$ cat config.mk
export PLATFORM = sky130hd
export DESIGN_NAME = payload_power_session_controller_top_flat
export DESIGN_NICKNAME = d
export VERILOG_FILES = /design/src/ppsc_pkg.sv /design/src/ppsc_if.sv /design/src/ppsc_csr.sv /design/src/ppsc_core.sv /design/src/payload_power_session_controller_top.sv /design/src/flat_wrapper.sv
export VERILOG_INCLUDE_DIRS = /design/src /design/src/src
export SDC_FILE = /design/constraint.sdc
export NUM_CORES = 1
export LEC_CHECK = 0
export ABC_AREA = 1
export BUFFER_PORTS_ARGS = -buffer_cell sky130_fd_sc_hd__clkbuf_2
export CAP_MARGIN = 25
export CORE_MARGIN = 1
export CORE_UTILIZATION = 60
export DETAILED_ROUTE_END_ITERATION = 6
export GPL_ROUTABILITY_DRIVEN = 0
export PLACE_DENSITY = 0.87
export RECOVER_POWER = 100
export SKIP_CTS_REPAIR_TIMING = 1
export SYNTH_ARGS = -nofsm -noshare
export SYNTH_HDL_FRONTEND = slang
export SYNTH_SLANG_ARGS = --single-unit
$ cat constraint.sdc
create_clock -name clock -period 13.37 [get_ports clock]
set_input_delay 2.674 -clock clock [delete_from_list [all_inputs] [get_ports clock]]
set_output_delay 2.674 -clock clock [all_outputs]
set_load 0.1 [all_outputs]
$ cat src/payload_power_session_controller_top_assert.svh
// ---------------------------------------------------------------------------
// Assertion macros for the payload power session controller
// Use clock and reset from the scope where the macro is expanded.
// ---------------------------------------------------------------------------
`ifndef PAYLOAD_POWER_SESSION_CONTROLLER_TOP_ASSERT_SVH
`define PAYLOAD_POWER_SESSION_CONTROLLER_TOP_ASSERT_SVH

`ifndef SYNTHESIS
// Check that the consequent holds in the same cycle as the antecedent
`define PPSC_ASSERT_NOW(label, cond, expr) \
   label: assert property (@(posedge clock) disable iff (reset) (cond) |-> (expr)) \
      else $error("ppsc assertion failed");
// Check that the consequent holds in the cycle after the antecedent
`define PPSC_ASSERT_NEXT(label, cond, expr) \
   label: assert property (@(posedge clock) disable iff (reset) (cond) |=> (expr)) \
      else $error("ppsc assertion failed");
`else
`define PPSC_ASSERT_NOW(label, cond, expr)
`define PPSC_ASSERT_NEXT(label, cond, expr)
`endif

`endif

$ cat src/ppsc_pkg.sv
// ---------------------------------------------------------------------------
// ppsc_pkg
// Types, constants and beacon encoding for the payload power controller.
// ---------------------------------------------------------------------------
package ppsc_pkg;

   // Counter and field widths
   localparam int CNT_W     = 24;
   localparam int OP_W      = 2;
   localparam int CODE_W    = 5;
   localparam int IDX_W     = 2;
   localparam int CFG_W     = 24;
   localparam int STEP_W    = 22;
   localparam int BUCKETS   = 5;
   localparam int MUL_W     = STEP_W + 3;
   localparam int BKT_W     = 3;

   localparam logic [CNT_W-1:0] CNT_MAX = {CNT_W{1'b1}};

   // Register reset values
   localparam logic [CFG_W-1:0]  STARTUP_RST  = CFG_W'(90000);
   localparam logic [CFG_W-1:0]  SHUTDOWN_RST = CFG_W'(15000);
   localparam logic [CFG_W-1:0]  MAX_SES_RST  = CFG_W'(600000);
   localparam logic [STEP_W-1:0] STEP_RST     = STEP_W'(120000);

   // Register indexes
   localparam logic [IDX_W-1:0] REG_STARTUP  = 2'd0;
   localparam logic [IDX_W-1:0] REG_SHUTDOWN = 2'd1;
   localparam logic [IDX_W-1:0] REG_MAX_SES  = 2'd2;
   localparam logic [IDX_W-1:0] REG_STEP     = 2'd3;

   // Operation codes
   localparam logic [OP_W-1:0] OP_TICK  = 2'd0;
   localparam logic [OP_W-1:0] OP_PHOTO = 2'd1;
   localparam logic [OP_W-1:0] OP_COMMS = 2'd2;

   // Beacon codes
   localparam logic [CODE_W-1:0] CODE_NONE       = 5'd0;
   localparam logic [CODE_W-1:0] CODE_COMMS_TO   = 5'd1;
   localparam logic [CODE_W-1:0] CODE_COMMS_BASE = 5'd2;
   localparam logic [CODE_W-1:0] CODE_PHOTO_TO   = 5'd7;
   localparam logic [CODE_W-1:0] CODE_PHOTO_BASE = 5'd8;
   localparam logic [CODE_W-1:0] CODE_OC_BASE    = 5'd13;
   localparam logic [CODE_W-1:0] CODE_UNKNOWN    = 5'd18;

   typedef enum logic [1:0] {
      ACT_NONE,
      ACT_COMMS,
      ACT_PHOTO,
      ACT_OVERCURRENT
   } act_type;

   typedef logic [BUCKETS-1:0][MUL_W-1:0] mult_vec_type;

   typedef struct packed {
      logic [OP_W-1:0] operation;
      logic            shutdown_vote_a;
      logic            shutdown_vote_b;
      logic            shutdown_vote_c;
      logic            overcurrent_sense;
   } req_item_type;

   typedef struct packed {
      logic              payload_power;
      logic              mode_is_comms;
      logic              call_ok;
      logic [CODE_W-1:0] beacon_code;
      logic              timeout_flag;
      logic              overcurrent_flag;
   } rsp_item_type;

   typedef struct packed {
      logic [CFG_W-1:0] arm_delay;
      logic [CFG_W-1:0] off_delay;
      logic [CFG_W-1:0] max_session;
      mult_vec_type     bucket_limit;
   } cfg_type;

   // Upper bound of each bucket: step times one through five
   function automatic mult_vec_type step_multiples(logic [STEP_W-1:0] step);
      mult_vec_type m;
      for (int k = 0; k < BUCKETS; k++) begin
         m[k] = MUL_W'(step) * MUL_W'(k + 1);
      end
      return m;
   endfunction

   // Build the beacon code from activity, timeout and duration bucket
   function automatic logic [CODE_W-1:0] beacon_of(act_type act, logic timed_out,
                                                    logic [CNT_W-1:0] dur,
                                                    mult_vec_type lim);
      logic [BKT_W-1:0]  bkt;
      logic [CODE_W-1:0] code;
      bkt = BKT_W'(BUCKETS);
      for (int k = BUCKETS - 1; k >= 0; k--) begin
         if (MUL_W'(dur) <= lim[k]) begin
            bkt = BKT_W'(k);
         end
      end
      case (act)
         ACT_COMMS: begin
            if (timed_out) begin
               code = CODE_COMMS_TO;
            end else if (bkt < BKT_W'(BUCKETS)) begin
               code = CODE_COMMS_BASE + CODE_W'(bkt);
            end else begin
               code = CODE_UNKNOWN;
            end
         end
         ACT_PHOTO: begin
            if (timed_out) begin
               code = CODE_PHOTO_TO;
            end else if (bkt < BKT_W'(BUCKETS)) begin
               code = CODE_PHOTO_BASE + CODE_W'(bkt);
            end else begin
               code = CODE_UNKNOWN;
            end
         end
         ACT_OVERCURRENT: begin
            if (bkt < BKT_W'(BUCKETS)) begin
               code = CODE_OC_BASE + CODE_W'(bkt);
            end else begin
               code = CODE_UNKNOWN;
            end
         end
         default: begin
            code = CODE_NONE;
         end
      endcase
      return code;
   endfunction

endpackage

$ cat src/ppsc_if.sv
// ---------------------------------------------------------------------------
// ppsc channel interfaces
// Request, response and register write channels with valid/ready.
// ---------------------------------------------------------------------------
interface ppsc_req_if;
   logic                     valid;
   logic                     ready;
   logic [ppsc_pkg::OP_W-1:0] operation;
   logic                     shutdown_vote_a;
   logic                     shutdown_vote_b;
   logic                     shutdown_vote_c;
   logic                     overcurrent_sense;

   modport source (
      output valid, operation, shutdown_vote_a, shutdown_vote_b, shutdown_vote_c,
             overcurrent_sense,
      input  ready
   );
   modport sink (
      input  valid, operation, shutdown_vote_a, shutdown_vote_b, shutdown_vote_c,
             overcurrent_sense,
      output ready
   );
endinterface

interface ppsc_rsp_if;
   logic                        valid;
   logic                        ready;
   logic                        payload_power;
   logic                        mode_is_comms;
   logic                        call_ok;
   logic [ppsc_pkg::CODE_W-1:0] beacon_code;
   logic                        timeout_flag;
   logic                        overcurrent_flag;

   modport source (
      output valid, payload_power, mode_is_comms, call_ok, beacon_code, timeout_flag,
             overcurrent_flag,
      input  ready
   );
   modport sink (
      input  valid, payload_power, mode_is_comms, call_ok, beacon_code, timeout_flag,
             overcurrent_flag,
      output ready
   );
endinterface

interface ppsc_csr_if;
   logic                       valid;
   logic                       ready;
   logic [ppsc_pkg::IDX_W-1:0] index;
   logic [ppsc_pkg::CFG_W-1:0] wdata;

   modport source (output valid, index, wdata, input ready);
   modport sink (input valid, index, wdata, output ready);
endinterface

$ cat src/ppsc_csr.sv
// ---------------------------------------------------------------------------
// ppsc_csr
// Configuration registers; bucket bounds are precomputed on each step write.
// ---------------------------------------------------------------------------
module ppsc_csr (
   input  logic              clock,
   input  logic              reset,
   ppsc_csr_if.sink          csr_bus,
   output ppsc_pkg::cfg_type cfg
);
   import ppsc_pkg::*;

   logic [CFG_W-1:0] startup_ff, startup_in;
   logic [CFG_W-1:0] shutdown_ff, shutdown_in;
   logic [CFG_W-1:0] max_ses_ff, max_ses_in;
   mult_vec_type     limit_ff, limit_in;
   logic             wr_en;

   assign csr_bus.ready = 1'b1;
   assign wr_en = csr_bus.valid;

   // Decode the register write
   always_comb begin
      startup_in  = startup_ff;
      shutdown_in = shutdown_ff;
      max_ses_in  = max_ses_ff;
      limit_in    = limit_ff;
      if (wr_en) begin
         unique case (csr_bus.index)
            REG_STARTUP:  startup_in  = csr_bus.wdata;
            REG_SHUTDOWN: shutdown_in = csr_bus.wdata;
            REG_MAX_SES:  max_ses_in  = csr_bus.wdata;
            REG_STEP:     limit_in    = step_multiples(csr_bus.wdata[STEP_W-1:0]);
            default:      startup_in  = startup_ff;
         endcase
      end
   end

   always_ff @(posedge clock) begin
      if (reset) begin
         startup_ff  <= STARTUP_RST;
         shutdown_ff <= SHUTDOWN_RST;
         max_ses_ff  <= MAX_SES_RST;
         limit_ff    <= step_multiples(STEP_RST);
      end else begin
         startup_ff  <= startup_in;
         shutdown_ff <= shutdown_in;
         max_ses_ff  <= max_ses_in;
         limit_ff    <= limit_in;
      end
   end

   assign cfg.arm_delay      = startup_ff;
   assign cfg.off_delay      = shutdown_ff;
   assign cfg.max_session    = max_ses_ff;
   assign cfg.bucket_limit   = limit_ff;

endmodule

$ cat src/ppsc_core.sv
// ---------------------------------------------------------------------------
// ppsc_core
// Session state and the per-item update: start, tick checks, beacon code.
// ---------------------------------------------------------------------------
module ppsc_core (
   input  logic                   clock,
   input  logic                   reset,
   input  logic                   advance,
   input  ppsc_pkg::req_item_type item,
   input  ppsc_pkg::cfg_type      cfg,
   output ppsc_pkg::rsp_item_type result
);
   import ppsc_pkg::*;

   logic             active_ff, active_in;
   logic [CNT_W-1:0] ses_ela_ff, ses_ela_in;
   logic             wait_ff, wait_in;
   logic [CNT_W-1:0] sd_ela_ff, sd_ela_in;
   logic             comms_ff, comms_in;
   act_type          act_ff, act_in;
   logic [CNT_W-1:0] dur_ff, dur_in;
   logic             to_ff, to_in;
   logic             oc_ff, oc_in;
   logic             ok;
   logic             vote;

   // Two of three shutdown lines
   assign vote = (item.shutdown_vote_a & item.shutdown_vote_b) |
                 (item.shutdown_vote_a & item.shutdown_vote_c) |
                 (item.shutdown_vote_b & item.shutdown_vote_c);

   // Next session state for the item in the input register
   always_comb begin
      active_in  = active_ff;
      ses_ela_in = ses_ela_ff;
      wait_in    = wait_ff;
      sd_ela_in  = sd_ela_ff;
      comms_in   = comms_ff;
      act_in     = act_ff;
      dur_in     = dur_ff;
      to_in      = to_ff;
      oc_in      = oc_ff;
      ok         = 1'b0;
      case (item.operation) inside
         OP_TICK: begin
            ok = 1'b1;
            // advance timers, saturating
            if (active_ff && ses_ela_ff != CNT_MAX) begin
               ses_ela_in = ses_ela_ff + 1'b1;
            end
            if (wait_ff && sd_ela_ff != CNT_MAX) begin
               sd_ela_in = sd_ela_ff + 1'b1;
            end
            // shutdown vote
            if (active_ff && ses_ela_in > cfg.arm_delay && vote) begin
               if (wait_ff) begin
                  if (sd_ela_in > cfg.off_delay) begin
                     active_in = 1'b0;
                     wait_in   = 1'b0;
                     dur_in    = ses_ela_in;
                  end
               end else begin
                  wait_in   = 1'b1;
                  sd_ela_in = '0;
               end
            end
            // session time limit, then overcurrent
            if (active_in && ses_ela_in > cfg.max_session) begin
               active_in = 1'b0;
               wait_in   = 1'b0;
               dur_in    = ses_ela_in;
               to_in     = 1'b1;
               ok        = 1'b0;
            end else if (active_in && item.overcurrent_sense) begin
               active_in = 1'b0;
               wait_in   = 1'b0;
               dur_in    = ses_ela_in;
               act_in    = ACT_OVERCURRENT;
               oc_in     = 1'b1;
               ok        = 1'b0;
            end
         end
         OP_PHOTO, OP_COMMS: begin
            if (!active_ff) begin
               ok         = 1'b1;
               comms_in   = (item.operation == OP_COMMS);
               act_in     = (item.operation == OP_COMMS) ? ACT_COMMS : ACT_PHOTO;
               to_in      = 1'b0;
               oc_in      = 1'b0;
               active_in  = 1'b1;
               ses_ela_in = '0;
            end
         end
         default: begin
            ok = 1'b0;
         end
      endcase
   end

   always_ff @(posedge clock) begin
      if (reset) begin
         active_ff  <= 1'b0;
         ses_ela_ff <= '0;
         wait_ff    <= 1'b0;
         sd_ela_ff  <= '0;
         comms_ff   <= 1'b0;
         act_ff     <= ACT_NONE;
         dur_ff     <= '0;
         to_ff      <= 1'b0;
         oc_ff      <= 1'b0;
      end else if (advance) begin
         active_ff  <= active_in;
         ses_ela_ff <= ses_ela_in;
         wait_ff    <= wait_in;
         sd_ela_ff  <= sd_ela_in;
         comms_ff   <= comms_in;
         act_ff     <= act_in;
         dur_ff     <= dur_in;
         to_ff      <= to_in;
         oc_ff      <= oc_in;
      end
   end

   // Result fields, taken after the item is applied
   assign result.payload_power    = active_in;
   assign result.mode_is_comms    = comms_in;
   assign result.call_ok          = ok;
   assign result.beacon_code      = beacon_of(act_in, to_in, dur_in, cfg.bucket_limit);
   assign result.timeout_flag     = to_in;
   assign result.overcurrent_flag = oc_in;

endmodule

$ cat src/payload_power_session_controller_top.sv
// ---------------------------------------------------------------------------
// payload_power_session_controller_top
// Payload power session controller: input register, session core, result
// register, configuration registers.
// ---------------------------------------------------------------------------
// Flow: an accepted item waits in the input register, its session state update
// is computed combinationally, and it moves into the result register when free.
// Throughput: one item per cycle while rsp_bus.ready stays high; a stalled
// result register holds the item in the input register and blocks new items.
// Reset (synchronous, active high) clears the session state and both
// channel stages and returns the configuration registers to their defaults.
// ---------------------------------------------------------------------------
`include "payload_power_session_controller_top_assert.svh"

module payload_power_session_controller_top (
   input logic         clock,
   input logic         reset,
   ppsc_req_if.sink    req_bus,
   ppsc_rsp_if.source  rsp_bus,
   ppsc_csr_if.sink    csr_bus
);
   import ppsc_pkg::*;

   logic         in_valid_ff, in_valid_in;
   req_item_type in_item_ff, in_item_in;
   logic         out_valid_ff, out_valid_in;
   rsp_item_type out_item_ff, out_item_in;
   rsp_item_type core_result;
   cfg_type      cfg;
   logic         advance;
   logic         req_take;

   // Move the held item to the result register when that register is free
   assign advance       = in_valid_ff && (!out_valid_ff || rsp_bus.ready);
   assign req_bus.ready = !in_valid_ff || advance;
   assign req_take      = req_bus.valid && req_bus.ready;

   ppsc_csr u_csr (
      .clock   (clock),
      .reset   (reset),
      .csr_bus (csr_bus),
      .cfg     (cfg)
   );

   ppsc_core u_core (
      .clock   (clock),
      .reset   (reset),
      .advance (advance),
      .item    (in_item_ff),
      .cfg     (cfg),
      .result  (core_result)
   );

   // Input register
   always_comb begin
      in_valid_in = in_valid_ff;
      in_item_in  = in_item_ff;
      if (advance) begin
         in_valid_in = 1'b0;
      end
      if (req_take) begin
         in_valid_in                  = 1'b1;
         in_item_in.operation         = req_bus.operation;
         in_item_in.shutdown_vote_a   = req_bus.shutdown_vote_a;
         in_item_in.shutdown_vote_b   = req_bus.shutdown_vote_b;
         in_item_in.shutdown_vote_c   = req_bus.shutdown_vote_c;
         in_item_in.overcurrent_sense = req_bus.overcurrent_sense;
      end
   end

   // Result register
   always_comb begin
      out_valid_in = out_valid_ff;
      out_item_in  = out_item_ff;
      if (out_valid_ff && rsp_bus.ready) begin
         out_valid_in = 1'b0;
      end
      if (advance) begin
         out_valid_in = 1'b1;
         out_item_in  = core_result;
      end
   end

   always_ff @(posedge clock) begin
      if (reset) begin
         in_valid_ff  <= 1'b0;
         out_valid_ff <= 1'b0;
      end else begin
         in_valid_ff  <= in_valid_in;
         out_valid_ff <= out_valid_in;
      end
   end

   always_ff @(posedge clock) begin
      in_item_ff  <= in_item_in;
      out_item_ff <= out_item_in;
   end

   assign rsp_bus.valid            = out_valid_ff;
   assign rsp_bus.payload_power    = out_item_ff.payload_power;
   assign rsp_bus.mode_is_comms    = out_item_ff.mode_is_comms;
   assign rsp_bus.call_ok          = out_item_ff.call_ok;
   assign rsp_bus.beacon_code      = out_item_ff.beacon_code;
   assign rsp_bus.timeout_flag     = out_item_ff.timeout_flag;
   assign rsp_bus.overcurrent_flag = out_item_ff.overcurrent_flag;

   // Powered payload never reports a finished-session fault
   `PPSC_ASSERT_NOW(a_power_no_fault, out_valid_ff && out_item_ff.payload_power,
      !out_item_ff.timeout_flag && !out_item_ff.overcurrent_flag)
   // Beacon code stays within the defined codes
   `PPSC_ASSERT_NOW(a_code_range, out_valid_ff, out_item_ff.beacon_code <= CODE_UNKNOWN)
   // Both stages full and stalled: no new item is taken
   `PPSC_ASSERT_NOW(a_full_stall, in_valid_ff && out_valid_ff && !rsp_bus.ready,
      !req_bus.ready)
   // An item moved on always shows up as a result next cycle
   `PPSC_ASSERT_NEXT(a_advance_result, advance, out_valid_ff)

endmodule

$ cat src/flat_wrapper.sv
// flat-port wrapper written by rule: the top's interface ports become plain ports
module payload_power_session_controller_top_flat import ppsc_pkg::*;
  (clock, reset, req_bus_valid, req_bus_operation, req_bus_shutdown_vote_a, req_bus_shutdown_vote_b, req_bus_shutdown_vote_c, req_bus_overcurrent_sense, req_bus_ready, rsp_bus_valid, rsp_bus_payload_power, rsp_bus_mode_is_comms, rsp_bus_call_ok, rsp_bus_beacon_code, rsp_bus_timeout_flag, rsp_bus_overcurrent_flag, rsp_bus_ready, csr_bus_valid, csr_bus_index, csr_bus_wdata, csr_bus_ready);
  ppsc_req_if req_bus_i ();
  ppsc_rsp_if rsp_bus_i ();
  ppsc_csr_if csr_bus_i ();
  input logic clock;
  input logic reset;
  input wire logic [$bits(req_bus_i.valid)-1:0] req_bus_valid;
  input wire logic [$bits(req_bus_i.operation)-1:0] req_bus_operation;
  input wire logic [$bits(req_bus_i.shutdown_vote_a)-1:0] req_bus_shutdown_vote_a;
  input wire logic [$bits(req_bus_i.shutdown_vote_b)-1:0] req_bus_shutdown_vote_b;
  input wire logic [$bits(req_bus_i.shutdown_vote_c)-1:0] req_bus_shutdown_vote_c;
  input wire logic [$bits(req_bus_i.overcurrent_sense)-1:0] req_bus_overcurrent_sense;
  output wire logic [$bits(req_bus_i.ready)-1:0] req_bus_ready;
  output wire logic [$bits(rsp_bus_i.valid)-1:0] rsp_bus_valid;
  output wire logic [$bits(rsp_bus_i.payload_power)-1:0] rsp_bus_payload_power;
  output wire logic [$bits(rsp_bus_i.mode_is_comms)-1:0] rsp_bus_mode_is_comms;
  output wire logic [$bits(rsp_bus_i.call_ok)-1:0] rsp_bus_call_ok;
  output wire logic [$bits(rsp_bus_i.beacon_code)-1:0] rsp_bus_beacon_code;
  output wire logic [$bits(rsp_bus_i.timeout_flag)-1:0] rsp_bus_timeout_flag;
  output wire logic [$bits(rsp_bus_i.overcurrent_flag)-1:0] rsp_bus_overcurrent_flag;
  input wire logic [$bits(rsp_bus_i.ready)-1:0] rsp_bus_ready;
  input wire logic [$bits(csr_bus_i.valid)-1:0] csr_bus_valid;
  input wire logic [$bits(csr_bus_i.index)-1:0] csr_bus_index;
  input wire logic [$bits(csr_bus_i.wdata)-1:0] csr_bus_wdata;
  output wire logic [$bits(csr_bus_i.ready)-1:0] csr_bus_ready;
  assign req_bus_i.valid = req_bus_valid;
  assign req_bus_i.operation = req_bus_operation;
  assign req_bus_i.shutdown_vote_a = req_bus_shutdown_vote_a;
  assign req_bus_i.shutdown_vote_b = req_bus_shutdown_vote_b;
  assign req_bus_i.shutdown_vote_c = req_bus_shutdown_vote_c;
  assign req_bus_i.overcurrent_sense = req_bus_overcurrent_sense;
  assign req_bus_ready = req_bus_i.ready;
  assign rsp_bus_valid = rsp_bus_i.valid;
  assign rsp_bus_payload_power = rsp_bus_i.payload_power;
  assign rsp_bus_mode_is_comms = rsp_bus_i.mode_is_comms;
  assign rsp_bus_call_ok = rsp_bus_i.call_ok;
  assign rsp_bus_beacon_code = rsp_bus_i.beacon_code;
  assign rsp_bus_timeout_flag = rsp_bus_i.timeout_flag;
  assign rsp_bus_overcurrent_flag = rsp_bus_i.overcurrent_flag;
  assign rsp_bus_i.ready = rsp_bus_ready;
  assign csr_bus_i.valid = csr_bus_valid;
  assign csr_bus_i.index = csr_bus_index;
  assign csr_bus_i.wdata = csr_bus_wdata;
  assign csr_bus_ready = csr_bus_i.ready;
  payload_power_session_controller_top u_core (.clock(clock), .reset(reset), .req_bus(req_bus_i), .rsp_bus(rsp_bus_i), .csr_bus(csr_bus_i));
endmodule
== After elaboration in Yosys (flattened, before gate mapping) ==
Index checks and enable logic that the tools add are counted.
Operators by class
  add/subtract/negate cells: 5
  reductions and logical operators: 27
  multiplexer cells: 66
  multiply operators: 2
  eq/ne operators: 11
  div/mod/pow operators: 0
  shift-type cells: 0
  bitwise logic cells: 5
  $lt $le $gt $ge: 9
Operator list (count)
  2-to-1 mux 24 bit: 15
  > comparator 24 bit: 3
  adder 24 x 1 -> 24 bit (second input constant): 2
  less-or-equal comparator 24 bit: 2
  inequality test 24 bit (second input constant): 2
  2-to-1 mux 1 bit: 35
  less-or-equal comparator 24 x 25 -> 1 bit: 1
  multiplier 22 x 3 -> 25 bit (second input constant): 1
  2-to-1 mux 5 bit: 5
  less-or-equal comparator 24 x 22 -> 1 bit: 1
  less-or-equal comparator 24 x 23 -> 1 bit: 1
  multiplier 22 x 2 -> 24 bit (second input constant): 1
  case mux 5 bit (3 select lines): 1
  2-to-1 mux 2 bit: 6
  2-to-1 mux 3 bit: 4
  adder 4 x 3 -> 5 bit (first input constant): 2
  equality test 2 bit (second input constant): 5
  AND reduction 2 bit: 5
  logical AND 1 bit: 9
  equality test 2 x 1 -> 1 bit (second input constant): 3
  AND reduction 3 bit: 2
  nonzero test 2 bit: 3
  adder 2 x 3 -> 4 bit (first input constant): 1
  logical NOT 2 bit: 2
  8 further kinds: 13
Storage, ports and cells
  RAM bits: 0
  register bits: 240
  logic and storage cells: 153
  memories kept: 0
  bits in latches: 0
  ROM bits: 0

== Logic depth before layout (Yosys ltp) ==
Gate-level depths: netlist (run 1).
  word-level depth: 23
  gate-level depth with buffers: 59

== By module ==
A second synthesis (run 1) with hierarchy kept.
Unflattened totals
  cells, all modules: 3034
  area, all modules: 19521.2 µm²
By module, submodules not included
  ppsc_core: cells each 1761, sequential area each 1581.5 µm², times used 1, area each 10660.2 µm²
  ppsc_csr: cells each 1245, sequential area each 2802.7 µm², times used 1, area each 8289.2 µm²
  payload_power_session_controller_top: cells each 28, sequential area each 520.5 µm², times used 1, area each 571.8 µm²

== Worst setup path before layout (run 1) ==
OpenSTA, ideal clock, no wires.
  kind: reg-to-reg
  from: reg u_core.u_core.sd_ela_ff[0]
  to: reg u_core.out_item_ff, in the netlist u_core.rsp_bus.beacon_code[2], data pin
  data required time: 13.118 ns
  stages on the path, launching flop included: 55
  library setup time: 0.252 ns
  period minus slack after synthesis: 6.226 ns
  path slack: 7.144 ns
  path buffers: 1
  data arrival time: 5.974 ns
  cell sequence: dfxtp_1 -> ha_1 -> nand2_1 -> nor3_1 -> nand3b_1 -> nand2_2 -> inv_2 -> nand2_4 -> nor2_4 -> nand4_2 -> nor2_2 -> inv_2 -> nor3_2 -> nand4_2 -> nor2_1 -> nand2_1 -> xor2_1 -> ha_1 -> (+19 left out) -> nand2_1 -> a21oi_1 -> o21ai_0 -> nand3_1 -> nand2_1 -> nand2_1 -> nand2_1 -> nand2_1 -> nand2_2 -> a21boi_4 -> ha_1 -> inv_1 -> ha_1 -> inv_1 -> nand4_1 -> nand2_1 -> inv_1 -> nand2_1
RTL lines
  from (decl): line ppsc_core.sv:18  | logic [CNT_W-1:0] sd_ela_ff, sd_ela_in;
  from (signal assigned): line ppsc_core.sv:115  | sd_ela_ff <= sd_ela_in;
  to (signal assigned): line payload_power_session_controller_top.sv:96  | out_item_ff <= out_item_in;
  to (decl): line payload_power_session_controller_top.sv:27  | rsp_item_type out_item_ff, out_item_in;

==> metrics.txt, run 1 <==
# TYPE chip_impl_metric gauge
chip_impl_metric{name="num_rows",unit=""} 61
chip_impl_metric{name="synth.ff_latch_count",unit=""} 237
chip_impl_metric{name="cellLeakagePower",unit="nW"} 8.92
chip_impl_metric{name="timing_max_transition_violations_final",unit=""} 246
chip_impl_metric{name="num-fill-cells",unit=""} 2221
chip_impl_metric{name="slew_headroom",unit=""} -1.50
chip_impl_metric{name="drt_first_pass_iters",unit=""} 5
chip_impl_metric{name="drv.max_cap_violation_count",unit=""} 4
chip_impl_metric{name="internal-power",unit="W"} 0.00137
chip_impl_metric{name="clockPowerShare",unit=""} 0.405
chip_impl_metric{name="detail-route-antenna-nets",unit=""} 0
chip_impl_info{name="tritoncts",value="yes"} 1
chip_impl_metric{name="setup_viol",unit=""} 0
chip_impl_metric{name="post_route_cells_drive_above_1_share",unit=""} 0.0739
chip_impl_metric{name="global_route_wire_length_before_repair",unit="um"} 75900
chip_impl_metric{name="multi_input_comb_area",unit="mm2"} 0.0103
chip_impl_info{name="critPathCaptureType",value="register"} 1
chip_impl_info{name="synth_top_family_by_area",value="compound AO/OA/AOI/OAI gates"} 1
chip_impl_metric{name="buffer_ports.inserted",unit=""} 48
chip_impl_metric{name="dpl.cell_count",unit=""} 2670
chip_impl_metric{name="h_tree_level_count",unit=""} 1
chip_impl_metric{name="tritoncts.num_buffers",unit=""} 27
chip_impl_metric{name="synth_simple_gate_area_share",unit=""} 0.188
chip_impl_metric{name="first_global_vias",unit=""} 15800
chip_impl_metric{name="design.portCount",unit=""} 50
chip_impl_metric{name="netSwitchingPower",unit="W"} 0.000605
chip_impl_metric{name="via_per_inst",unit=""} 5.90
chip_impl_metric{name="fmax",unit="MHz"} 108
chip_impl_metric{name="count_of_flip_flops_with_a_built_in_enable_after_synthesis",unit=""} 16
chip_impl_metric{name="post_synth_inst_count",unit=""} 2303
chip_impl_metric{name="synth_to_layout_area_growth",unit="%"} 8.40
chip_impl_metric{name="worst_clock_skew",unit="ns"} 0.0209
chip_impl_metric{name="finalHoldViolCount",unit=""} 0
chip_impl_info{name="hold_path.class",value="reg -> reg"} 1
chip_impl_metric{name="pwr_density_cell",unit="mW/mm2"} 108
chip_impl_metric{name="period_utilization",unit=""} 0.694
chip_impl_metric{name="total_die_area",unit="mm2"} 0.0288
chip_impl_metric{name="grt_start_max_net_pins",unit=""} 115
chip_impl_metric{name="synthesis.yosys.warnings",unit=""} 0
chip_impl_metric{name="worst_hold_margin",unit="ns"} 0.464
chip_impl_metric{name="tightestPinTransition",unit="ns"} 3.75
chip_impl_metric{name="peakVddDrop",unit="mV"} 0.0906
chip_impl_metric{name="die_w",unit="um"} 170
chip_impl_metric{name="muxShareOfSynthArea",unit=""} 0
chip_impl_metric{name="area_fraction_in_compound_gates_after_synthesis",unit=""} 0.197
chip_impl_metric{name="path_clk_slew",unit="ns"} 0.06
chip_impl_metric{name="routed_wirelength",unit="um"} 47400
chip_impl_info{name="setup.worst_path.class",value="reg -> reg"} 1
chip_impl_metric{name="synth_nets",unit=""} 2598
chip_impl_metric{name="netSwitchingFraction",unit=""} 0.306
chip_impl_metric{name="die_height",unit="um"} 170
chip_impl_metric{name="area.sequential",unit="mm2"} 0.00490
chip_impl_metric{name="core",unit="mm2"} 0.0277
chip_impl_metric{name="synthesized_cell_area",unit="mm2"} 0.0169
chip_impl_metric{name="place.detailed.hpwl",unit="um"} 34400
chip_impl_metric{name="syn-mean-instance-area",unit="um2"} 7.33
chip_impl_metric{name="numClockSinks",unit=""} 237
chip_impl_metric{name="synth-seq-area-share",unit=""} 0.291
chip_impl_metric{name="pwr-share-comb",unit=""} 0.211
chip_impl_info{name="violations",value="capacitance limit, slew limit"} 1
chip_impl_metric{name="initialDrtViolationCount",unit=""} 1554
chip_impl_metric{name="floorplan.initialDensity",unit=""} 0.609
chip_impl_metric{name="cp_data_arrival_time",unit="ns"} 9.58
chip_impl_metric{name="crit_path_largest_cell_delay",unit="ns"} 0.81
chip_impl_metric{name="placedInstanceArea",unit="mm2"} 0.0174
chip_impl_metric{name="number_of_antenna_violations_at_the_first_check_in_global_routing",unit=""} 0
chip_impl_metric{name="share_seq_of_total_power",unit=""} 0.384
chip_impl_metric{name="final_net_count",unit=""} 2617
chip_impl_metric{name="synthAdderAreaFrac",unit=""} 0.192
chip_impl_metric{name="async_reset_ff_frac",unit=""} 0
chip_impl_metric{name="instances_no_fill",unit=""} 2720
chip_impl_metric{name="cts_max_path_buffers",unit=""} 3
chip_impl_metric{name="vias",unit=""} 16100
chip_impl_info{name="outcome",value="complete, but fails checks"} 1
chip_impl_info{name="crit_path_frequent_cell",value="nand2_1"} 1
chip_impl_metric{name="worstSkewPairLatency",unit="ns"} 0.55
chip_impl_metric{name="period_needed",unit="ns"} 9.27
chip_impl_metric{name="fraction_of_synthesized_cell_area_in_xor_and_xnor_cells",unit=""} 0.0331
chip_impl_metric{name="post_drt_wl_per_cell",unit="um"} 17.4
chip_impl_metric{name="synth_cell_types",unit=""} 61
chip_impl_metric{name="cp_data_required_time",unit="ns"} 13.67
chip_impl_metric{name="post-route-drc-count",unit=""} 0
chip_impl_info{name="setup_repair_after_global_routing_missed_its_margin",value="false"} 1
chip_impl_metric{name="finish.instance_area",unit="mm2"} 0.0183
chip_impl_info{name="postSynth.topFlopCell",value="dfxtp_1"} 1
chip_impl_metric{name="maximum_fanout_count_along_the_critical_path",unit=""} 24
chip_impl_metric{name="n_antenna_cell",unit=""} 0
chip_impl_metric{name="gr-total-overflow",unit=""} 0
chip_impl_info{name="clock_tree.root_cell",value="clkbuf_16"} 1
chip_impl_metric{name="grtUsageTotal",unit=""} 0.330
chip_impl_info{name="cp_slowest_cell",value="o21ai_0"} 1
chip_impl_info{name="cp-start-kind",value="register"} 1
chip_impl_metric{name="fin_tns_setup",unit="ns"} 0
## registers in the layout, indices dropped and copies added, names as in the netlist, 2 cells and up
register and cells:
u_core.u_core.ses_ela_ff 24, u_core.u_csr.startup_ff 24, u_core.u_core.dur_ff 24, u_core.u_csr.shutdown_ff 24, u_core.u_csr.cfg 68, u_core.rsp_bus.beacon_code 5
u_core.u_core.sd_ela_ff 24, u_core.u_core.act_ff 2, u_core.in_item_ff 6, u_core.u_csr.max_ses_ff 24
## worst max-delay path, delay by kind of cell (launching register included)
kind	cells	cell delay [ns]
and+or+nand+nor	26	3.26
xor gates and xnor gates	1	0.41
AOI/OAI and AO/OA	9	2.39
buffers and inverters	7	1.19
adders and majority gates	5	1.45
DFF	1	0.37
## placed cells by master (no fill, tap or decap), types with 8 or more instances in the layout
cell type / synthesis / final
nand3_1: 49 / 49
dfxtp_1: 221 / 221
ha_1: 256 / 256
buf_4: 1 / 8
inv_1: 356 / 356
clkbuf_1: 64 / 20
clkbuf_8: 0 / 8
clkbuf_2: 0 / 33
edfxtp_1: 16 / 16
a21oi_1: 289 / 290
nor2_2: 9 / 9
o21ai_1: 16 / 12
a21o_1: 8 / 8
clkbuf_16: 0 / 27
xnor2_1: 21 / 21
nand4_1: 30 / 31
nand2_1: 404 / 410
nor4_1: 8 / 8
nor2_1: 118 / 117
nand2_2: 24 / 19
o21ai_0: 190 / 194
o211ai_1: 44 / 44
nor3_1: 23 / 23
xor2_1: 39 / 40
inv_2: 11 / 10
## cell families (layout without fill, tap and decap cells)
| group | after synthesis | after routing |
|---|---|---|
| AO/OA/AOI/OAI | 601 | 601 |
| buffers and inverters | 440 | 479 |
| AND/OR/NAND/NOR | 704 | 704 |
| flip-flops | 237 | 237 |
| XOR/XNOR | 62 | 62 |
| other | 1 | 1 |
| adder cells (fa/ha/maj) | 258 | 258 |
## worst paths after layout
path / depth (start not counted) / startpoint / end / slack [ns]
hold / removal: 2 / u_core.u_csr.startup_ff[18]$_SDFFE_PP0P_ / u_core.u_csr.startup_ff[18]$_SDFFE_PP0P_ / 0.46
setup reg to reg: 48 / u_core.u_core.ses_ela_ff[0]$_SDFFE_PP0P_ / u_core.rsp_bus.beacon_code[2]$_DFFE_PP_ / 4.10
setup / recovery: 48 / u_core.u_core.ses_ela_ff[0]$_SDFFE_PP0P_ / u_core.rsp_bus.beacon_code[2]$_DFFE_PP_ / 4.10
hold reg to reg: 2 / u_core.u_csr.startup_ff[18]$_SDFFE_PP0P_ / u_core.u_csr.startup_ff[18]$_SDFFE_PP0P_ / 0.46
## synth_stat cells, types with 3 or more instances
cell | instances | area [um2]
nand4_2 | 4 | 50.1
nand3_2 | 5 | 50.1
nand2_4 | 4 | 45.0
nor2_1 | 118 | 443
clkbuf_1 | 64 | 240
or2_2 | 5 | 31.3
o21a_1 | 5 | 37.5
nand2_1 | 404 | 1520
a21oi_1 | 289 | 1450
nand4_1 | 30 | 188
xor2_1 | 39 | 342
o21ai_1 | 16 | 80.1
nand2_2 | 24 | 150
nor3_2 | 4 | 40.0
o211ai_1 | 44 | 330
a21oi_2 | 7 | 61.3
o21ai_0 | 190 | 951
a31oi_1 | 7 | 43.8
a21o_1 | 8 | 60.1
xnor2_1 | 21 | 184
inv_1 | 356 | 1340
o21bai_1 | 5 | 37.5
a221oi_1 | 4 | 35.0
nor3_1 | 23 | 115
ha_1 | 256 | 3200
nor2_2 | 9 | 56.3
edfxtp_1 | 16 | 480
inv_2 | 11 | 41.3
nor4_1 | 8 | 50.1
nand3_1 | 49 | 245
o21ai_2 | 4 | 35.0
a211oi_1 | 5 | 37.5
o221ai_1 | 7 | 61.3
nor2_4 | 6 | 67.6
nor4_2 | 3 | 37.5
dfxtp_1 | 221 | 4420
## area by class of cell
type                       instances  area share
multi-input combinational       1626       0.561
sequential                       237       0.268
inverter                         370      0.0760
clock buffer                      36      0.0432
tap                              378      0.0259
timing repair buffer              60      0.0162
clock inverter                    13      0.0101
## routing by layer
layer,up-vias,track usage,part of all wire
met5,-,0.00174,0
met4,0,0.226,0.072
met3,213,0.0562,0.085
met2,736,0.557,0.45
met1,7359,0.382,0.39
li1,7750,-,-
## power groups by stage
| stage | Clock (W) | Sequential [W] | Combinational [W] |
|---|---|---|---|
| final | 0.000801 | 0.000761 | 0.000417 |
| after global placement | 0 | 0.000774 | 0.000387 |
| after CTS | 0.000806 | 0.000760 | 0.000411 |
| after global routing | 0.000839 | 0.000763 | 0.000462 |
| after floorplan | 0 | 0.000791 | 0.000280 |
| after detailed placement | 0 | 0.000775 | 0.000406 |
## per-stage QoR
stage                     utilization  total power [W]  worst slack (ns)
after global placement          0.628          0.00116              5.99
after floorplan                     -          0.00107              7.14
after CTS                       0.663          0.00198              5.58
after detailed placement        0.628          0.00118              5.67
final                           0.660          0.00198              4.10
after global routing            0.660          0.00206              3.40
Power figures use the tool's default switching activity.
==> run 2: changes to the inputs <==
==> constraint.sdc (replaced) <==
create_clock -name clock -period 8.7 [get_ports clock]
set_input_delay 1.74 -clock clock [delete_from_list [all_inputs] [get_ports clock]]
set_output_delay 1.74 -clock clock [all_outputs]
set_load 0.1 [all_outputs]
==> run 2 against run 1 <==
Effect of this change: worst hold slack got worse by 0.0015 ns; final cell count unchanged; the run still ends with capacitance limit, slew limit left; register-to-register slack worse by 3.5 ns; first-iteration DRC count down 5.6%; combinational power increased by 55%; maximum frequency rose by 14%.
==> metrics.txt, run 2 (synthesized netlist as in run 1, its figures left out) <==
# TYPE chip_impl_metric gauge
chip_impl_info{name="crit_path_frequent_cell",value="nand2_1"} 1
chip_impl_metric{name="total_die_area",unit="mm2"} 0.0288
chip_impl_metric{name="maximum_fanout_count_along_the_critical_path",unit=""} 24
chip_impl_info{name="cp_slowest_cell",value="o21ai_0"} 1
chip_impl_metric{name="place.detailed.hpwl",unit="um"} 34500
chip_impl_metric{name="cp_data_arrival_time",unit="ns"} 8.43
chip_impl_metric{name="finalHoldViolCount",unit=""} 0
chip_impl_info{name="hold_path.class",value="reg -> reg"} 1
chip_impl_metric{name="n_antenna_cell",unit=""} 0
chip_impl_metric{name="global_route_wire_length_before_repair",unit="um"} 75600
chip_impl_metric{name="h_tree_level_count",unit=""} 1
chip_impl_info{name="tritoncts",value="yes"} 1
chip_impl_info{name="layout.cells.most_common_list",value="406 x nand2_1, 355 x inv_1, 290 x a21oi_1, 256 x ha_1, 221 x dfxtp_1"} 1
chip_impl_metric{name="path_clk_slew",unit="ns"} 0.07
chip_impl_metric{name="timing.reg2reg.setup_slack",unit="ns"} 0.58
chip_impl_metric{name="tritoncts.num_buffers",unit=""} 26
chip_impl_metric{name="die_height",unit="um"} 170
chip_impl_metric{name="slew_headroom",unit=""} -1.97
chip_impl_metric{name="post_layout_total_power",unit="W"} 0.00292
chip_impl_info{name="cp-start-kind",value="register"} 1
chip_impl_metric{name="cts_max_path_buffers",unit=""} 3
chip_impl_metric{name="design.portCount",unit=""} 50
chip_impl_info{name="critPathCaptureType",value="register"} 1
chip_impl_metric{name="number_of_antenna_violations_at_the_first_check_in_global_routing",unit=""} 0
chip_impl_metric{name="worst_clock_skew",unit="ns"} 0.0136
chip_impl_metric{name="worst_hold_margin",unit="ns"} 0.463
chip_impl_metric{name="gr-total-overflow",unit=""} 0
chip_impl_metric{name="drt_first_pass_iters",unit=""} 5
chip_impl_metric{name="crit_path_largest_cell_delay",unit="ns"} 0.77
chip_impl_metric{name="post_drt_wl_per_cell",unit="um"} 17.4
chip_impl_metric{name="routed_wirelength",unit="um"} 47300
chip_impl_metric{name="num-fill-cells",unit=""} 2273
chip_impl_metric{name="cp_data_required_time",unit="ns"} 9.00
chip_impl_metric{name="number_of_flip_flops_under_the_largest_register_name",unit=""} 68
chip_impl_metric{name="buffer_ports.inserted",unit=""} 48
chip_impl_metric{name="grt_start_max_net_pins",unit=""} 115
chip_impl_metric{name="final.setup.worst_slack",unit="ns"} 0.575
chip_impl_info{name="setup.worst_path.class",value="reg -> reg"} 1
chip_impl_metric{name="initialDrtViolationCount",unit=""} 1467
chip_impl_metric{name="worstSkewPairLatency",unit="ns"} 0.55
chip_impl_metric{name="peakVddDrop",unit="mV"} 0.138
chip_impl_info{name="mostFrequentLayoutCell",value="nand2_1"} 1
chip_impl_metric{name="tightestPinTransition",unit="ns"} 4.46
chip_impl_metric{name="first_global_vias",unit=""} 15600
chip_impl_metric{name="core",unit="mm2"} 0.0277
chip_impl_info{name="violations",value="capacitance limit, slew limit"} 1
chip_impl_metric{name="timing_max_transition_violations_final",unit=""} 255
chip_impl_metric{name="fin_tns_setup",unit="ns"} 0
chip_impl_metric{name="post-route-drc-count",unit=""} 0
chip_impl_metric{name="detail-route-antenna-nets",unit=""} 0
chip_impl_metric{name="die_w",unit="um"} 170
chip_impl_metric{name="finish.instance_area",unit="mm2"} 0.0182
chip_impl_metric{name="vias",unit=""} 16200
chip_impl_info{name="setup_repair_after_global_routing_missed_its_margin",value="false"} 1
chip_impl_metric{name="numClockSinks",unit=""} 237
chip_impl_metric{name="final_net_count",unit=""} 2618
chip_impl_metric{name="setup_viol",unit=""} 0
chip_impl_metric{name="grtUsageTotal",unit=""} 0.327
chip_impl_metric{name="placedInstanceArea",unit="mm2"} 0.0174
chip_impl_metric{name="num_rows",unit=""} 61
chip_impl_metric{name="cellLeakagePower",unit="nW"} 8.87
chip_impl_metric{name="via_per_inst",unit=""} 5.94
chip_impl_info{name="outcome",value="complete, but fails checks"} 1
chip_impl_metric{name="post-place-ws",unit="ns"} 1.02
chip_impl_metric{name="floorplan.initialDensity",unit=""} 0.609
chip_impl_metric{name="pwr_density_cell",unit="mW/mm2"} 160
chip_impl_info{name="clock_tree.root_cell",value="clkbuf_16"} 1
chip_impl_metric{name="drv.max_cap_violation_count",unit=""} 4
chip_impl_metric{name="post_route_cells_drive_above_1_share",unit=""} 0.0756
chip_impl_metric{name="period_needed",unit="ns"} 8.12
chip_impl_metric{name="synth_to_layout_area_growth",unit="%"} 7.85
chip_impl_metric{name="period_utilization",unit=""} 0.934
chip_impl_metric{name="fmax",unit="MHz"} 123
[run 2: per-layer routing]
| metal | part of all wire | GRT usage | vias to the layer above | routed length, um |
|---|---|---|---|---|
| li1 | - | - | 7752 | - |
| met1 | 0.39 | 0.386 | 7455 | 18500 |
| met2 | 0.46 | 0.558 | 749 | 21900 |
| met3 | 0.087 | 0.0560 | 203 | 4120 |
| met4 | 0.060 | 0.193 | 0 | 2830 |
| met5 | 0 | 0 | - | 0 |
[run 2: power breakdown]
group	switching (W)	leakage, nW	internal, W	total (W)
combinational	0.000438	6.49	0.000210	0.000648
sequential	0.0000184	1.96	0.00115	0.00117
clock	0.000479	0.419	0.000624	0.00110
total	0.000935	8.87	0.00198	0.00292
[run 2: through the flow]
stage,instances,util
final,2720,0.657
after CTS,2719,0.659
after global routing,2720,0.657
after detailed placement,2672,0.628
after global placement,2672,0.628
after floorplan,2303,-
[run 2: path summary, 6_finish.rpt]
| path | from | end | depth (start not counted) |
|---|---|---|---|
| max reg2reg | u_core.u_core.ses_ela_ff[0]$_SDFFE_PP0P_ | u_core.rsp_bus.beacon_code[2]$_DFFE_PP_ | 46 |
| max | u_core.u_core.ses_ela_ff[0]$_SDFFE_PP0P_ | u_core.rsp_bus.beacon_code[2]$_DFFE_PP_ | 46 |
| min reg2reg | u_core.u_csr.max_ses_ff[12]$_SDFFE_PP0P_ | u_core.u_csr.max_ses_ff[12]$_SDFFE_PP0P_ | 2 |
| min | u_core.u_csr.max_ses_ff[12]$_SDFFE_PP0P_ | u_core.u_csr.max_ses_ff[12]$_SDFFE_PP0P_ | 2 |
[run 2: cell type report]
class                           count  area [um2]  area share
Inverter                          370        1390      0.0764
Clock inverter                     15         124     0.00681
Tap cell                          378         473      0.0260
Multi-Input combinational cell   1626       10300       0.564
Sequential cell                   237        4900       0.270
Timing Repair Buffer               62         313      0.0172
Clock buffer                       32         724      0.0398
[run 2: critical path, delay by kind of cell, from the launching register on]
kind | cells | cell delay (ns)
xor+xnor | 1 | 0.48
compound gates | 10 | 2.18
flops | 1 | 0.37
fa+ha+maj | 5 | 1.38
simple gates | 23 | 2.59
buf+inv | 7 | 0.85
==> run 3: changes to the inputs <==
--- a/config.mk
+++ b/config.mk
@@ -10,10 +10,10 @@
 export BUFFER_PORTS_ARGS = -buffer_cell sky130_fd_sc_hd__clkbuf_2
 export CAP_MARGIN = 25
 export CORE_MARGIN = 1
-export CORE_UTILIZATION = 60
+export CORE_UTILIZATION = 50
 export DETAILED_ROUTE_END_ITERATION = 6
 export GPL_ROUTABILITY_DRIVEN = 0
-export PLACE_DENSITY = 0.87
+export PLACE_DENSITY = 0.76
 export RECOVER_POWER = 100
 export SKIP_CTS_REPAIR_TIMING = 1
 export SYNTH_ARGS = -nofsm -noshare
==> run 3 against run 2 <==
Effect of this change: the run still ends with capacitance limit, slew limit left; routed wire length is 1.5% higher; critical path depth stayed put; combinational power hardly changed; via count is 3.6% lower; power is 1.1% higher; non-clock buffer count is 4 higher.
==> metrics.txt, run 3 (synthesized netlist as in run 1, its figures left out) <==
# TYPE chip_impl_metric gauge
chip_impl_metric{name="worstSkewPairLatency",unit="ns"} 0.56
chip_impl_info{name="crit_path_frequent_cell",value="nand2_1"} 1
chip_impl_metric{name="initialDrtViolationCount",unit=""} 1096
chip_impl_metric{name="clockPowerShare",unit=""} 0.386
chip_impl_metric{name="netSwitchingPower",unit="W"} 0.000933
chip_impl_metric{name="fmax",unit="MHz"} 126
chip_impl_info{name="setup_repair_after_global_routing_missed_its_margin",value="false"} 1
chip_impl_metric{name="cts_max_path_buffers",unit=""} 3
chip_impl_info{name="timing.hold.worst.start",value="u_core.u_csr.startup_ff[18]$_SDFFE_PP0P_"} 1
chip_impl_metric{name="grtUsageTotal",unit=""} 0.281
chip_impl_metric{name="pwr-share-comb",unit=""} 0.218
chip_impl_metric{name="netSwitchingFraction",unit=""} 0.316
chip_impl_info{name="clock_tree.root_cell",value="clkbuf_16"} 1
chip_impl_metric{name="fin_tns_setup",unit="ns"} 0
chip_impl_metric{name="num_rows",unit=""} 66
chip_impl_metric{name="worstHoldPathCells",unit=""} 2
chip_impl_info{name="critPathCaptureType",value="register"} 1
chip_impl_metric{name="post_drt_wl_per_cell",unit="um"} 17.2
chip_impl_info{name="cp_slowest_cell",value="o21ai_0"} 1
chip_impl_metric{name="cellLeakagePower",unit="nW"} 8.90
chip_impl_metric{name="drt_first_pass_iters",unit=""} 6
chip_impl_metric{name="numClockSinks",unit=""} 237
chip_impl_metric{name="routed_wirelength",unit="um"} 48000
chip_impl_metric{name="peakVddDrop",unit="mV"} 0.136
chip_impl_metric{name="h_tree_level_count",unit=""} 1
chip_impl_metric{name="timing.reg2reg.setup_slack",unit="ns"} 0.77
chip_impl_info{name="timing.hold.worst_endpoint",value="u_core.u_csr.startup_ff[18]$_SDFFE_PP0P_"} 1
chip_impl_info{name="mostFrequentLayoutCell",value="nand2_1"} 1
chip_impl_metric{name="place.detailed.hpwl",unit="um"} 36100
chip_impl_metric{name="met3_wirelength",unit="um"} 3520
chip_impl_metric{name="grt_start_max_net_pins",unit=""} 116
chip_impl_metric{name="via_per_inst",unit=""} 5.58
chip_impl_metric{name="core",unit="mm2"} 0.0329
chip_impl_metric{name="finalHoldViolCount",unit=""} 0
chip_impl_metric{name="share_seq_of_total_power",unit=""} 0.396
chip_impl_info{name="outcome",value="complete, but fails checks"} 1
chip_impl_metric{name="post-place-ws",unit="ns"} 0.947
chip_impl_metric{name="design.portCount",unit=""} 50
chip_impl_metric{name="internal-power",unit="W"} 0.00202
chip_impl_metric{name="path_clk_slew",unit="ns"} 0.06
chip_impl_metric{name="setup_viol",unit=""} 0
chip_impl_metric{name="timing_max_transition_violations_final",unit=""} 229
chip_impl_metric{name="global_route_wire_length_before_repair",unit="um"} 76100
chip_impl_metric{name="first_global_vias",unit=""} 15100
chip_impl_metric{name="tightestPinTransition",unit="ns"} 4.27
chip_impl_metric{name="post_route_cells_drive_above_1_share",unit=""} 0.0758
chip_impl_metric{name="final.setup.worst_slack",unit="ns"} 0.770
chip_impl_info{name="tritoncts",value="yes"} 1
chip_impl_metric{name="synth_to_layout_area_growth",unit="%"} 8.73
chip_impl_metric{name="die_w",unit="um"} 186
chip_impl_metric{name="number_of_flip_flops_under_the_largest_register_name",unit=""} 68
chip_impl_metric{name="final_core_utilization",unit=""} 0.558
chip_impl_metric{name="maximum_fanout_count_along_the_critical_path",unit=""} 24
chip_impl_metric{name="floorplan.initialDensity",unit=""} 0.513
chip_impl_metric{name="vias",unit=""} 15600
chip_impl_metric{name="slew_headroom",unit=""} -1.84
chip_impl_info{name="violations",value="capacitance limit, slew limit"} 1
chip_impl_metric{name="detailroute.wirelength.met2",unit="um"} 22100
chip_impl_metric{name="worst_hold_margin",unit="ns"} 0.462
chip_impl_metric{name="total_die_area",unit="mm2"} 0.0345
chip_impl_metric{name="die_height",unit="um"} 186
chip_impl_metric{name="worst_clock_skew",unit="ns"} 0.0195
chip_impl_metric{name="n_antenna_cell",unit=""} 0
chip_impl_metric{name="cp_data_required_time",unit="ns"} 9.00
chip_impl_metric{name="post-route-drc-count",unit=""} 0
chip_impl_metric{name="crit_path_largest_cell_delay",unit="ns"} 0.84
chip_impl_info{name="layout.cells.most_common_list",value="405 x nand2_1, 356 x inv_1, 289 x a21oi_1, 256 x ha_1, 221 x dfxtp_1"} 1
chip_impl_metric{name="cp_data_arrival_time",unit="ns"} 8.23
chip_impl_metric{name="detail-route-antenna-nets",unit=""} 0
chip_impl_metric{name="period_needed",unit="ns"} 7.93
chip_impl_metric{name="worst-r2r-cell-count",unit=""} 46
chip_impl_info{name="highest-signal-layer",value="met5"} 1
chip_impl_info{name="cp-start-kind",value="register"} 1
chip_impl_info{name="setup.worst_path.class",value="reg -> reg"} 1
chip_impl_metric{name="drv.max_cap_violation_count",unit=""} 3
chip_impl_metric{name="pwr_density_cell",unit="mW/mm2"} 161
chip_impl_metric{name="post_layout_total_power",unit="W"} 0.00295
chip_impl_metric{name="num-fill-cells",unit=""} 3139
chip_impl_metric{name="gr-total-overflow",unit=""} 0
chip_impl_metric{name="tritoncts.num_buffers",unit=""} 27
chip_impl_metric{name="routed_metal_1_wirelength",unit="um"} 19900
chip_impl_metric{name="final_net_count",unit=""} 2623
chip_impl_info{name="worst_r2r_endpoint",value="u_core.rsp_bus.beacon_code[2]$_DFFE_PP_"} 1
chip_impl_metric{name="number_of_antenna_violations_at_the_first_check_in_global_routing",unit=""} 1
chip_impl_metric{name="buffer_ports.inserted",unit=""} 48
chip_impl_metric{name="period_utilization",unit=""} 0.911
chip_impl_info{name="hold_path.class",value="reg -> reg"} 1
chip_impl_info{name="reg2reg_from",value="u_core.u_core.ses_ela_ff[0]$_SDFFE_PP0P_"} 1
==> run 3: cell types whose count changed in the layout (fill, tap and decap cells not counted), sizes merged <==
| cell | delta |
|---|---|
| clkbuf | +11 |
| clkinv | -4 |
| buf | -2 |
| clkinvlp | +1 |
| inv | +1 |
==> run 3: worst max path at each step <==
stage / start / to / slack, ns
final: u_core.u_core.ses_ela_ff[0]$_SDFFE_PP0P_ / u_core.rsp_bus.beacon_code[2]$_DFFE_PP_ / 0.77
after global routing: u_core.u_core.sd_ela_ff[0]$_SDFFE_PP0P_ / u_core.rsp_bus.beacon_code[1]$_DFFE_PP_ / 0.07
after CTS: u_core.u_core.ses_ela_ff[0]$_SDFFE_PP0P_ / u_core.rsp_bus.beacon_code[2]$_DFFE_PP_ / 0.90
after detailed placement: u_core.u_core.ses_ela_ff[0]$_SDFFE_PP0P_ / u_core.rsp_bus.beacon_code[2]$_DFFE_PP_ / 0.95
after global placement: u_core.u_core.ses_ela_ff[0]$_SDFFE_PP0P_ / u_core.rsp_bus.beacon_code[2]$_DFFE_PP_ / 1.15
after floorplan: u_core.u_core.sd_ela_ff[0]$_SDFFE_PP0P_ / u_core.rsp_bus.beacon_code[2]$_DFFE_PP_ / 2.47
==> run 3: area by class of cell <==
cell class              instances  area, um2  area share
inverters                     370       1390      0.0758
clock inverters                13        105     0.00573
multi-input cells            1626      10300       0.561
clock buffers                  37        785      0.0428
flip-flops and latches        237       4900       0.267
repair buffers                 66        323      0.0176
well taps                     442        553      0.0301
==> run 3: critical path: cells and delay by family, from the launching register on <==
kind                     cells  cell delay [ns]
AND/OR/NAND/NOR             26             2.94
AO/OA/AOI/OAI                6             1.72
adder cells (fa/ha/maj)      5             1.35
buffers and inverters        8             0.94
flip-flops                   1             0.37
XOR/XNOR                     1             0.34
==> run 3: layer usage <==
| metal | global-route usage | vias up |
|---|---|---|
| met5 | 0 | - |
| met4 | 0.138 | 2 |
| met3 | 0.0493 | 137 |
| met2 | 0.469 | 538 |
| met1 | 0.347 | 7176 |
| li1 | - | 7730 |
==> run 3: stage by stage <==
step,std cells,instance area (um2)
2_1_floorplan,2303,16900
3_3_place_gp,2739,17500
3_5_place_dp,2739,17500
4_1_cts,2789,18400
5_1_grt,2791,18300
6_report,2791,18300
==> run 3: power groups by stage <==
stage	Clock (W)	Combinational, W	Sequential (W)
finish	0.00114	0.000645	0.00117
global route	0.00120	0.000721	0.00117
CTS	0.00115	0.000636	0.00117
detailed placement	0	0.000631	0.00119
global placement	0	0.000609	0.00119
floorplan	0	0.000431	0.00122
